File: src/hdl/wpf_pkg.sv
// ----------------------------------------------------------------------------
// wpf_pkg
// Shared constants, command codes and control/status types of the waypoint
// path follower.
// ----------------------------------------------------------------------------
package wpf_pkg;

    // waypoint queue
    localparam int WAYPOINT_DEPTH = 16;
    localparam int QIDX_W         = $clog2(WAYPOINT_DEPTH);
    localparam int QCNT_W         = $clog2(WAYPOINT_DEPTH + 1);

    // arithmetic widths
    localparam int POS_W   = 32;
    localparam int DIFF_W  = POS_W + 1;     // difference of two positions
    localparam int MAG_W   = POS_W;         // |difference| fits in 32 bits
    localparam int PROD_W  = 64;
    localparam int SQ_W    = 65;            // dx^2 + dy^2
    localparam int RAD_W   = 66;            // radicand padded to even width
    localparam int ROOT_W  = RAD_W / 2;
    localparam int DIVN_W  = 56;            // dividend / quotient
    localparam int DIVD_W  = 33;            // divisor
    localparam int SPEED_W = 24;
    localparam int DUR_W   = 16;
    localparam int DT_W    = 16;
    localparam int ELAP_W  = 17;
    localparam int FRAC_W  = 16;
    localparam int S_W     = 17;

    localparam logic [SPEED_W-1:0] SPEED_RESET  = 24'd25600;
    localparam logic [DUR_W-1:0]   DUR_RESET    = 16'd1966;
    localparam logic [ELAP_W-1:0]  ELAPSED_MAX  = 17'h1FFFF;
    localparam logic [17:0]        SMOOTH_K     = 18'd196608;   // 3.0 in Q.16

    // item modes
    localparam logic [1:0] MODE_PUSH  = 2'd0;
    localparam logic [1:0] MODE_MOVE  = 2'd1;
    localparam logic [1:0] MODE_START = 2'd2;
    localparam logic [1:0] MODE_CORR  = 2'd3;

    // register indexes
    localparam logic REG_MOVE_SPEED = 1'b0;
    localparam logic REG_CORR_DUR   = 1'b1;

    // datapath commands
    localparam int OP_W = 6;
    localparam logic [OP_W-1:0] OP_NONE   = 6'd0;
    localparam logic [OP_W-1:0] OP_LATCH  = 6'd1;
    localparam logic [OP_W-1:0] OP_PUSH   = 6'd2;
    localparam logic [OP_W-1:0] OP_START  = 6'd3;
    localparam logic [OP_W-1:0] OP_CACC   = 6'd4;
    localparam logic [OP_W-1:0] OP_BUDGET = 6'd5;
    localparam logic [OP_W-1:0] OP_BSET   = 6'd6;
    localparam logic [OP_W-1:0] OP_RDHEAD = 6'd7;
    localparam logic [OP_W-1:0] OP_DIFF   = 6'd8;
    localparam logic [OP_W-1:0] OP_SQX    = 6'd9;
    localparam logic [OP_W-1:0] OP_SQY    = 6'd10;
    localparam logic [OP_W-1:0] OP_SQSUM  = 6'd11;
    localparam logic [OP_W-1:0] OP_SQRT   = 6'd12;
    localparam logic [OP_W-1:0] OP_ARRIVE = 6'd13;
    localparam logic [OP_W-1:0] OP_VZERO  = 6'd14;
    localparam logic [OP_W-1:0] OP_MULX_B = 6'd15;
    localparam logic [OP_W-1:0] OP_MULY_B = 6'd16;
    localparam logic [OP_W-1:0] OP_MULX_S = 6'd17;
    localparam logic [OP_W-1:0] OP_MULY_S = 6'd18;
    localparam logic [OP_W-1:0] OP_DIVD   = 6'd19;
    localparam logic [OP_W-1:0] OP_ADDPX  = 6'd20;
    localparam logic [OP_W-1:0] OP_ADDPY  = 6'd21;
    localparam logic [OP_W-1:0] OP_SETVX  = 6'd22;
    localparam logic [OP_W-1:0] OP_SETVY  = 6'd23;
    localparam logic [OP_W-1:0] OP_CEND   = 6'd24;
    localparam logic [OP_W-1:0] OP_TDIV   = 6'd25;
    localparam logic [OP_W-1:0] OP_TSET   = 6'd26;
    localparam logic [OP_W-1:0] OP_TT     = 6'd27;
    localparam logic [OP_W-1:0] OP_S1     = 6'd28;
    localparam logic [OP_W-1:0] OP_SSET   = 6'd29;
    localparam logic [OP_W-1:0] OP_CDIFF  = 6'd30;
    localparam logic [OP_W-1:0] OP_MULX_C = 6'd31;
    localparam logic [OP_W-1:0] OP_MULY_C = 6'd32;
    localparam logic [OP_W-1:0] OP_CPX    = 6'd33;
    localparam logic [OP_W-1:0] OP_CPY    = 6'd34;
    localparam logic [OP_W-1:0] OP_OUT    = 6'd35;

    typedef struct packed {
        logic [OP_W-1:0] op;
    } dp_cmd_t;

    typedef struct packed {
        logic [1:0] mode;
        logic       cnt_zero;
        logic       budget_zero;
        logic       budget_ge_dist;
        logic       dist_zero;
        logic       in_corr;
        logic       elapsed_ge_dur;
        logic       div_done;
        logic       sqrt_done;
    } dp_status_t;

endpackage

File: src/hdl/wpf_ctrl.sv
// ----------------------------------------------------------------------------
// wpf_ctrl
// Sequencer: walks each item through the datapath and runs the handshakes.
// ----------------------------------------------------------------------------
module wpf_ctrl (
    input  logic                aclk,
    input  logic                aresetn,
    input  logic                s_valid,
    output logic                s_ready,
    output logic                m_valid,
    input  logic                m_ready,
    input  wpf_pkg::dp_status_t status,
    output wpf_pkg::dp_cmd_t    cmd
);
    import wpf_pkg::*;

    localparam logic [4:0] S_IDLE  = 5'd0;
    localparam logic [4:0] S_DISP  = 5'd1;
    localparam logic [4:0] S_BSET  = 5'd2;
    localparam logic [4:0] S_MLOOP = 5'd3;
    localparam logic [4:0] S_DIFF  = 5'd4;
    localparam logic [4:0] S_SQX   = 5'd5;
    localparam logic [4:0] S_SQY   = 5'd6;
    localparam logic [4:0] S_SQSUM = 5'd7;
    localparam logic [4:0] S_SQRT  = 5'd8;
    localparam logic [4:0] S_SQW   = 5'd9;
    localparam logic [4:0] S_DEC   = 5'd10;
    localparam logic [4:0] S_ARR2  = 5'd11;
    localparam logic [4:0] S_MUL   = 5'd12;
    localparam logic [4:0] S_DIVGO = 5'd13;
    localparam logic [4:0] S_DIVW  = 5'd14;
    localparam logic [4:0] S_APPLY = 5'd15;
    localparam logic [4:0] S_CCHK  = 5'd16;
    localparam logic [4:0] S_TW    = 5'd17;
    localparam logic [4:0] S_TSET  = 5'd18;
    localparam logic [4:0] S_TT    = 5'd19;
    localparam logic [4:0] S_S1    = 5'd20;
    localparam logic [4:0] S_SSET  = 5'd21;
    localparam logic [4:0] S_CD    = 5'd22;
    localparam logic [4:0] S_CMX   = 5'd23;
    localparam logic [4:0] S_CPX   = 5'd24;
    localparam logic [4:0] S_CMY   = 5'd25;
    localparam logic [4:0] S_CPY   = 5'd26;
    localparam logic [4:0] S_FIN   = 5'd27;

    // scale steps: position x, position y, velocity x, velocity y
    localparam logic [1:0] K_PX = 2'd0;
    localparam logic [1:0] K_PY = 2'd1;
    localparam logic [1:0] K_VX = 2'd2;
    localparam logic [1:0] K_VY = 2'd3;

    logic [4:0] state_reg, state_next;
    logic [1:0] step_reg, step_next;
    logic       aim_reg, aim_next;     // distance is for aiming, not a reach test
    logic       part_reg, part_next;   // partial move: tick ends after scaling
    logic       mv_reg, mv_next;
    logic       out_free;

    assign out_free = !mv_reg || m_ready;

    always_comb begin
        state_next = state_reg;
        step_next  = step_reg;
        aim_next   = aim_reg;
        part_next  = part_reg;
        mv_next    = mv_reg && !m_ready;
        cmd.op     = OP_NONE;
        case (state_reg)
            S_IDLE: begin
                if (s_valid) begin
                    cmd.op     = OP_LATCH;
                    part_next  = 1'b0;
                    aim_next   = 1'b0;
                    state_next = S_DISP;
                end
            end
            S_DISP: begin
                case (status.mode)
                    MODE_PUSH: begin
                        cmd.op     = OP_PUSH;
                        state_next = S_FIN;
                    end
                    MODE_MOVE: begin
                        cmd.op     = OP_BUDGET;
                        state_next = S_BSET;
                    end
                    MODE_START: begin
                        cmd.op     = OP_START;
                        state_next = S_FIN;
                    end
                    default: begin
                        if (status.in_corr) begin
                            cmd.op     = OP_CACC;
                            state_next = S_CCHK;
                        end else begin
                            state_next = S_FIN;
                        end
                    end
                endcase
            end
            S_BSET: begin
                cmd.op     = OP_BSET;
                state_next = S_MLOOP;
            end
            S_MLOOP: begin
                if (status.budget_zero || status.cnt_zero) begin
                    state_next = S_FIN;
                end else begin
                    cmd.op     = OP_RDHEAD;
                    aim_next   = 1'b0;
                    state_next = S_DIFF;
                end
            end
            S_DIFF: begin
                cmd.op     = OP_DIFF;
                state_next = S_SQX;
            end
            S_SQX: begin
                cmd.op     = OP_SQX;
                state_next = S_SQY;
            end
            S_SQY: begin
                cmd.op     = OP_SQY;
                state_next = S_SQSUM;
            end
            S_SQSUM: begin
                cmd.op     = OP_SQSUM;
                state_next = S_SQRT;
            end
            S_SQRT: begin
                cmd.op     = OP_SQRT;
                state_next = S_SQW;
            end
            S_SQW: begin
                if (status.sqrt_done) begin
                    state_next = S_DEC;
                end
            end
            S_DEC: begin
                if (aim_reg) begin
                    if (status.dist_zero) begin
                        cmd.op     = OP_VZERO;
                        state_next = S_MLOOP;
                    end else begin
                        step_next  = K_VX;
                        state_next = S_MUL;
                    end
                end else if (status.budget_ge_dist) begin
                    cmd.op     = OP_ARRIVE;
                    state_next = S_ARR2;
                end else begin
                    part_next  = 1'b1;
                    step_next  = K_PX;
                    state_next = S_MUL;
                end
            end
            S_ARR2: begin
                if (status.cnt_zero) begin
                    cmd.op     = OP_VZERO;
                    state_next = S_MLOOP;
                end else begin
                    cmd.op     = OP_RDHEAD;
                    aim_next   = 1'b1;
                    state_next = S_DIFF;
                end
            end
            S_MUL: begin
                case (step_reg)
                    K_PX:    cmd.op = OP_MULX_B;
                    K_PY:    cmd.op = OP_MULY_B;
                    K_VX:    cmd.op = OP_MULX_S;
                    default: cmd.op = OP_MULY_S;
                endcase
                state_next = S_DIVGO;
            end
            S_DIVGO: begin
                cmd.op     = OP_DIVD;
                state_next = S_DIVW;
            end
            S_DIVW: begin
                if (status.div_done) begin
                    state_next = S_APPLY;
                end
            end
            S_APPLY: begin
                case (step_reg)
                    K_PX:    cmd.op = OP_ADDPX;
                    K_PY:    cmd.op = OP_ADDPY;
                    K_VX:    cmd.op = OP_SETVX;
                    default: cmd.op = OP_SETVY;
                endcase
                if (step_reg == K_VY) begin
                    state_next = part_reg ? S_FIN : S_MLOOP;
                end else begin
                    step_next  = step_reg + 1'b1;
                    state_next = S_MUL;
                end
            end
            S_CCHK: begin
                if (status.elapsed_ge_dur) begin
                    cmd.op     = OP_CEND;
                    state_next = S_FIN;
                end else begin
                    cmd.op     = OP_TDIV;
                    state_next = S_TW;
                end
            end
            S_TW: begin
                if (status.div_done) begin
                    state_next = S_TSET;
                end
            end
            S_TSET: begin
                cmd.op     = OP_TSET;
                state_next = S_TT;
            end
            S_TT: begin
                cmd.op     = OP_TT;
                state_next = S_S1;
            end
            S_S1: begin
                cmd.op     = OP_S1;
                state_next = S_SSET;
            end
            S_SSET: begin
                cmd.op     = OP_SSET;
                state_next = S_CD;
            end
            S_CD: begin
                cmd.op     = OP_CDIFF;
                state_next = S_CMX;
            end
            S_CMX: begin
                cmd.op     = OP_MULX_C;
                state_next = S_CPX;
            end
            S_CPX: begin
                cmd.op     = OP_CPX;
                state_next = S_CMY;
            end
            S_CMY: begin
                cmd.op     = OP_MULY_C;
                state_next = S_CPY;
            end
            S_CPY: begin
                cmd.op     = OP_CPY;
                state_next = S_FIN;
            end
            S_FIN: begin
                if (out_free) begin
                    cmd.op     = OP_OUT;
                    mv_next    = 1'b1;
                    state_next = S_IDLE;
                end
            end
            default: begin
                state_next = S_IDLE;
            end
        endcase
    end

    always_ff @(posedge aclk) begin
        if (!aresetn) begin
            state_reg <= S_IDLE;
            step_reg  <= K_PX;
            aim_reg   <= 1'b0;
            part_reg  <= 1'b0;
            mv_reg    <= 1'b0;
        end else begin
            state_reg <= state_next;
            step_reg  <= step_next;
            aim_reg   <= aim_next;
            part_reg  <= part_next;
            mv_reg    <= mv_next;
        end
    end

    assign s_ready = (state_reg == S_IDLE);
    assign m_valid = mv_reg;

endmodule

File: config.mk
export PLATFORM = sky130hd
export DESIGN_NAME = wpf_ctrl
export DESIGN_NICKNAME = d
export VERILOG_FILES = /design/src/hdl/wpf_pkg.sv /design/src/hdl/wpf_ctrl.sv
export SDC_FILE = /design/constraint.sdc
export NUM_CORES = 1
export LEC_CHECK = 0
export BUFFER_PORTS_ARGS = -buffer_cell sky130_fd_sc_hd__buf_2
export CAP_MARGIN = 20
export CORE_UTILIZATION = 49
export DETAILED_ROUTE_END_ITERATION = 6
export PLACE_DENSITY_LB_ADDON = 0.12
export SLEW_MARGIN = 20
export SYNTH_ARGS = -nofsm -noshare
export SYNTH_HDL_FRONTEND = slang
export SYNTH_SLANG_ARGS = --single-unit
File: constraint.sdc
create_clock -name aclk -period 2.63 [get_ports aclk]
set_input_delay 0.263 -clock aclk [delete_from_list [all_inputs] [get_ports aclk]]
set_output_delay 0.263 -clock aclk [all_outputs]
set_load 0.005 [all_outputs]
# After elaboration in Yosys (flattened, before gate mapping)

Cells that the tools add are included.

Flip-flop bits (word level): 10
Input port bits: 14
Output and inout port bits: 8
Word-level logic and storage cells: 109

Add/subtract/negate cells: 1
Equality and inequality tests: 44
Multiplexer cells: 43
Reduce and logical (&&, ||, !) cells: 16

Operators with widths:

| cell                 | number |
|---|---|
| $pmux W6 S25         | 1 |
| $pmux W5 S28         | 1 |
| $eq A5 B5 Y1 const B | 12 |
| $mux W5              | 9 |
| $eq A5 B4 Y1 const B | 8 |
| $mux W4              | 6 |
| $eq A5 B3 Y1 const B | 4 |
| $ne A2 B2 Y1 const B | 10 |
| $pmux W5 S3          | 1 |
| $mux W3              | 4 |
| $mux W6              | 2 |
| $reduce_and A4 Y1    | 3 |
| $eq A5 B2 Y1 const B | 2 |
| $pmux W5 S2          | 1 |
| $mux W1              | 9 |
| $pmux W3 S3          | 1 |
| $mux W2              | 4 |
| $eq A2 B2 Y1 const B | 3 |
| $ne A3 B3 Y1 const B | 2 |
| $pmux W2 S3          | 1 |
| $eq A5 B1 Y1 const B | 1 |
| $logic_not A5 Y1     | 1 |
| $reduce_and A5 Y1    | 1 |
| $eq A2 B1 Y1 const B | 2 |
| other kinds (11)     | 15 |

# Longest topological paths before layout

Gate-level depths: netlist of the first run.

Depth in word-level cells: 4
Depth in mapped cells: 8

# Least setup slack after synthesis of the first run

OpenSTA, ideal clock, no wires.

Path type: reg2reg
Start point: reg state_reg[2]
End point: reg state_reg[1]
Library setup time: 0.117 ns
Arrival time: 1.566 ns
Required time: 2.513 ns
Slack: 0.947 ns
Cell stages (with the launch flop): 7
Cells stage by stage: dfxtp_1 buf_6 or4_4 or3_1 o2111ai_2 nor2_2 a22o_1

Cells in the longest elaborated chain, start to end: 3
Elaborated cells between the ends (all ways): 35

Ends and longest elaborated chain:

| item                                 | RTL line        | source |
|---|---|---|
| start: declaration                   | wpf_ctrl.sv:52  | `logic [4:0] state_reg, state_next;` |
| start signal: assignment             | wpf_ctrl.sv:270 | `state_reg <= state_next;` |
| $eq A5 B5 Y1 (tied with other cells) | wpf_ctrl.sv:68  | `case (state_reg)` |
| $ne A2 B2 Y1 (no line)               | -               |  |
| $reduce_and A5 Y1 (no line)          | -               |  |

Several ways; a longest one is shown, not always the timed one.
A chain may end at the register's enable or synchronous reset.

==> results of run 1 <==
[synthesized netlist by cell type (2+ instances only)]
| cell type | number |
|---|---|
| mux2i_1 | 2 |
| nor4_1 | 2 |
| and2_1 | 3 |
| nor2b_1 | 10 |
| o21a_1 | 3 |
| nand2b_1 | 3 |
| a32oi_1 | 2 |
| nor2_1 | 21 |
| buf_2 | 7 |
| and3_1 | 2 |
| a31oi_1 | 5 |
| nand2_1 | 15 |
| o21bai_1 | 2 |
| a21oi_1 | 14 |
| nor3b_1 | 2 |
| nor3_1 | 8 |
| clkbuf_1 | 7 |
| a21o_1 | 3 |
| inv_1 | 8 |
| a31o_2 | 2 |
| a2bb2oi_1 | 2 |
| a22o_1 | 5 |
| nand4_1 | 5 |
| nand3b_1 | 2 |
| or3_1 | 3 |
| o31ai_1 | 4 |
| nand3_1 | 3 |
| dfxtp_1 | 10 |
| ha_1 | 11 |
| o221ai_1 | 2 |
| o211ai_1 | 2 |
| o21ai_0 | 15 |
[path summary, 6_finish.rpt]
check / start / endpoint / slack, ns / depth (start not counted)
max: state_reg[3] / cmd[0] / 0.21 / 7
min: aresetn / state_reg[2] / 0.31 / 2
max reg2reg: state_reg[3] / step_reg[1] / 0.56 / 4
min reg2reg: part_reg / part_reg / 0.58 / 2
[final cells by class]
| cell class | count | area [µm²] | share of cell area |
|---|---|---|---|
| Multi-Input combinational cell | 170 | 1100 | 0.711 |
| Sequential cell | 10 | 201 | 0.130 |
| Timing Repair Buffer | 26 | 143 | 0.0918 |
| Tap cell | 31 | 38.8 | 0.0250 |
| Clock buffer | 4 | 36.3 | 0.0233 |
| Inverter | 8 | 30.0 | 0.0193 |
[layer usage]
metal  up-vias  part of all wire
li1        777                 -
met2        71              0.47
met5         -                 0
met3         8             0.071
met4         0             0.017
met1       734              0.44
[kinds of logic after synthesis]
family | Yosys count | share of synthesized area
DFF | 10 | 0.142
muxes | 3 | 0.0222
xor gates and xnor gates | 1 | 0.00621
AOI/OAI and AO/OA | 68 | 0.330
buffers and inverters | 24 | 0.0754
and+or+nand+nor | 87 | 0.327
adders and majority gates | 11 | 0.0975
[power breakdown]
group / internal (mW) / switching [mW]
Combinational: 0.365 / 0.482
Clock: 0.0841 / 0.0556
Sequential: 0.182 / 0.101
[worst max-delay path: stages, from the launching register on]
cell and delay, ns:
dfxtp_1 0.63, buf_4 0.29, nor2b_1 0.14, a22o_1 0.26
a21oi_1 0.15, and3_1 0.17, nand4_1 0.10, buf_2 0.15
==> out/metrics.cfg, run 1 <==
[layout]
antenna-diode-count = 0
final_design_area_excluding_fillers_um2 = 1550
post_synthesis_to_final_layout_area_growth_pct = 10.1
final_net_count = 244
num-fill-cells = 272
final_core_util = 0.568
layout.cells.most_common_list = 21 x nor2_1, 21 x buf_2, 15 x nand2_1, 15 x o21ai_0, 14 x a21oi_1
largest_register_ff_count = 5
finalNonFillerCells = 249
layout-drive-gt1-share = 0.174

[timing]
setup_viol = 0
hold_violations = 0
final.period_utilization = 0.918
final.hold.worst_slack_ns = 0.307
rsz0062_at_grt = no
worst_tran_pin_value_ns = 0.494
slew_viol_final = 0
final_period_minus_worst_setup_slack_ns = 2.42
final.setup.worst_slack_ns = 0.215
finalSetupTns_ns = 0
slew_headroom = 0.670
fmaxAchievable_ghz = 0.414
clock-skew-final_ns = 0.00652

[logic_synthesis]
yosys_register_bits = 10
netlist_instances = 204
syn_avg_cell_area_um2 = 6.92
yosysTopAreaCellShare = 0.142
yosysWarningCount = 0
synth_sequential_area_ratio = 0.142
synth_largest_area_cell = dfxtp_1
yosysUniqueCellTypes = 51
async_reset_ff_frac = 0
number_of_enable_type_register_cells_in_the_synthesized_netlist = 0
yosys-top-cells-area = dfxtp_1 14%, ha_1 9.8%, nor2_1 5.6%, o21ai_0 5.3%, a21oi_1 5.0%
synth.cell_area_um2 = 1410
synthesis.nets = 229
synth_ff_type = dfxtp_1

[placed_design]
preCtsSetupSlack_ns = 0.372
post-dp-hpwl_um = 3050
postPlaceCellArea_um2 = 1520
numPortBuffers = 21
finalWeightedCongestion = 0.931
numPlacedInstances = 245

[detailed_routing]
routed_wl_um = 3970
avgViaCountPerCell = 6.39
wl_per_cell_um = 15.9
vias = 1590
1st_iter_drt_viols = 102
final_antenna_net_count = 0
number_of_detailed_routing_iterations_run_before_antenna_repair = 4
remaining_drc_errors = 0

[power]
total_leakage_power_nw = 0.640
powerDensity_nw_per_um2 = 817
power_after_layout_mw = 1.27
worst_ir_drop_vdd_mv = 0.828

[clocking]
cts_buffers = 3
cts_max_path_buffers = 2
cts_tree = built
cts.clk_slew.worst_paths_ns = 0.07
cts_repair_resize_count = 0
clk_root_buffer_cell = clkbuf_4
htree_num_levels = 1
cts_num_sinks = 10
clock_insertion_delay_worst_skew_ns = 0.27
postCtsSetupBuffers = 0
hold_bufs_inserted_after_cts = 0

[setup_path]
timing.critical_path.fanout_max = 15
worst-endpoint-required_ns = 2.37
worst_setup_path_end_kind = output port
worst_setup_path_start_kind = flip-flop
timing_worst_setup_path_type = flip-flop to output port
worst_ep_arrival_time_ns = 2.15

[global_routing]
use_met3 = 0.0512
grt_antenna_before_repair = 0
grtUsageMet1 = 0.360
use_met2 = 0.446
grt_overflow = 0
grt.busiest_layer = met2
vias_in_the_first_global_route = 1433
grt_max_degree = 29
grt_first_pass_wirelength_um = 6710
grt.total_usage = 0.268

[flow_run]
maxCapViolCount = 0

[floorplan]
start_util = 0.516
number_of_placement_rows = 19
design.die.area_um2 = 3100
die_x_um = 55.7
core-area_um2 = 2730
top_level_i_o_count = 22
die_h_um = 55.7

[run_status]
outcome = finished clean

[hold_path]
timing.hold.worst.class = input pin to flip-flop

(Power assumes the default switching activity.)
==> run 2, diff against run 1 <==
--- a/config.mk
+++ b/config.mk
@@ -9,7 +9,7 @@
 export CAP_MARGIN = 20
 export CORE_UTILIZATION = 49
 export DETAILED_ROUTE_END_ITERATION = 6
-export PLACE_DENSITY_LB_ADDON = 0.12
+export PLACE_DENSITY = 0.7
 export SLEW_MARGIN = 20
 export SYNTH_ARGS = -nofsm -noshare
 export SYNTH_HDL_FRONTEND = slang
==> out/metrics.cfg, run 2 (synthesis results as in run 1) <==
[setup_path]
worst-endpoint-required_ns = 2.37  ; about the same
timing_worst_setup_path_type = flip-flop to output port
worst_setup_path_end_kind = output port
worst_ep_arrival_time_ns = 2.13  ; -0.02 ns
worst-r2r-setup-slack_ns = 0.59  ; +0.03 ns
rr_startpoint = state_reg[2]
setup.worst_path.start = state_reg[2]
r2r-end = step_reg[1]
worst_setup_path_start_kind = flip-flop
r2r_cells = 4  ; unchanged
timing.critical_path.fanout_max = 22  ; +7
critPathCapture = cmd[3]

[clocking]
cts_max_path_buffers = 2  ; unchanged
hold_bufs_inserted_after_cts = 0  ; unchanged
cts_buffers = 3  ; unchanged
cts_tree = built
cts.clk_slew.worst_paths_ns = 0.07  ; about the same
cts_repair_resize_count = 0  ; unchanged
clock_insertion_delay_worst_skew_ns = 0.27  ; about the same
cts_num_sinks = 10  ; unchanged
postCtsSetupBuffers = 0  ; unchanged
htree_num_levels = 1  ; unchanged
clk_root_buffer_cell = clkbuf_4

[layout]
largest_register_ff_count = 5  ; unchanged
finalNonFillerCells = 251  ; +0.80%
layout.cells.most_common_list = 21 x nor2_1, 21 x buf_2, 15 x nand2_1, 15 x o21ai_0, 14 x a21oi_1
final_net_count = 246  ; +0.82%
layout-drive-gt1-share = 0.177  ; +0.00296
antenna-diode-count = 0  ; unchanged
post_synthesis_to_final_layout_area_growth_pct = 11.1

[timing]
clock-skew-final_ns = 0.00415  ; -0.00238 ns
final.period_utilization = 0.911  ; -0.00742
final_period_minus_worst_setup_slack_ns = 2.40  ; -0.0195 ns
setup_viol = 0  ; unchanged
finalSetupTns_ns = 0  ; unchanged
hold_violations = 0  ; unchanged
rsz0062_at_grt = no
slew_headroom = 0.528  ; -0.142
fmaxAchievable_ghz = 0.417  ; +0.81%
worst_tran_pin_value_ns = 0.707  ; +0.213 ns
slew_viol_final = 0  ; unchanged

[detailed_routing]
number_of_detailed_routing_iterations_run_before_antenna_repair = 5  ; +1
1st_iter_drt_viols = 112  ; +9.8%
final_antenna_net_count = 0  ; unchanged
avgViaCountPerCell = 6.59  ; +3.3%
routed_wl_um = 4170  ; +5.2%
wl_per_cell_um = 16.6  ; +4.4%
remaining_drc_errors = 0  ; unchanged
vias = 1655  ; +4.1%

[placed_design]
finalWeightedCongestion = 0.941  ; +1.0%
numPortBuffers = 21  ; unchanged
numPlacedInstances = 247  ; +0.82%
post-dp-hpwl_um = 3280  ; +7.5%

[run_status]
outcome = finished clean

[floorplan]
top_level_i_o_count = 22  ; unchanged
design.die.area_um2 = 3100  ; unchanged
die_x_um = 55.7  ; unchanged
start_util = 0.516  ; unchanged
number_of_placement_rows = 19  ; unchanged
core-area_um2 = 2730  ; unchanged
die_h_um = 55.7  ; unchanged

[power]
power_after_layout_mw = 1.27  ; +0.36%
powerDensity_nw_per_um2 = 813  ; -0.52%
total_leakage_power_nw = 0.650  ; +1.6%
worst_ir_drop_vdd_mv = 0.523  ; -37%

[flow_run]
maxCapViolCount = 0  ; unchanged

[global_routing]
grt_antenna_before_repair = 0  ; unchanged
grt_overflow = 0  ; unchanged
grt.total_usage = 0.278  ; +0.0108
grt_max_degree = 24  ; -17%
vias_in_the_first_global_route = 1520  ; +6.1%
grt_first_pass_wirelength_um = 6850  ; +2.2%

[hold_path]
timing.hold.worst.class = input pin to flip-flop

[run 2: changes by cell type in the layout (fill, tap and decap cells not counted)]
cell | previous run | this run
dfxtp_2 | 1 | 0
dfxtp_1 | 9 | 10
buf_4 | 5 | 7
[run 2: worst min-delay path by stage]
| stage | cells past startpoint | start | slack [ns] | endpoint |
|---|---|---|---|---|
| after floorplan | 3 | s_valid | 0.48 | part_reg |
| after global placement | 2 | part_reg | 0.56 | part_reg |
| after detailed placement | 2 | aresetn | 0.58 | state_reg[2] |
| after CTS | 2 | aresetn | 0.30 | state_reg[2] |
| after global routing | 2 | aresetn | 0.30 | state_reg[2] |
| final | 2 | aresetn | 0.30 | state_reg[2] |
[run 2: area by class of cell]
type	instances	area (µm²)
Tap cell	31	38.8
Sequential cell	10	200
Fill cell	276	1170
Multi-Input combinational cell	170	1100
Inverter	8	30.0
Timing Repair Buffer	28	158
Clock buffer	4	36.3
[run 2: worst max-delay path, stage by stage (launching register included)]
cell and delay [ns]:
dfxtp_1 0.52, nand2b_1 0.33, or4_1 0.57, o21ai_0 0.13, nor2_1 0.08, o31ai_1 0.07, buf_2 0.16
[run 2: power by group]
part / switching (mW) / internal [mW] / leakage [nW]
Sequential: 0.104 / 0.180 / 0.0815
Combinational: 0.479 / 0.371 / 0.547
Clock: 0.0559 / 0.0842 / 0.0210
Total: 0.639 / 0.636 / 0.650
[run 2: metrics by stage]
step / instance area (µm²) / utilization / hold WS, ns / setup WS [ns]
after floorplan: 1410 / - / 0.477 / 0.947
after global routing: 1570 / 0.573 / 0.299 / 0.0244
after detailed placement: 1530 / 0.560 / 0.584 / 0.558
after CTS: 1570 / 0.573 / 0.296 / 0.251
after global placement: 1530 / 0.560 / 0.561 / 0.590
final: 1570 / 0.573 / 0.302 / 0.234
[run 2: metal layers]
metal | global-route usage | part of all wire | vias to the layer above
met2 | 0.461 | 0.48 | 83
met3 | 0.0767 | 0.065 | 16
li1 | - | - | 788
met5 | 0 | 0 | -
met4 | 0.104 | 0.029 | 0
met1 | 0.343 | 0.42 | 768
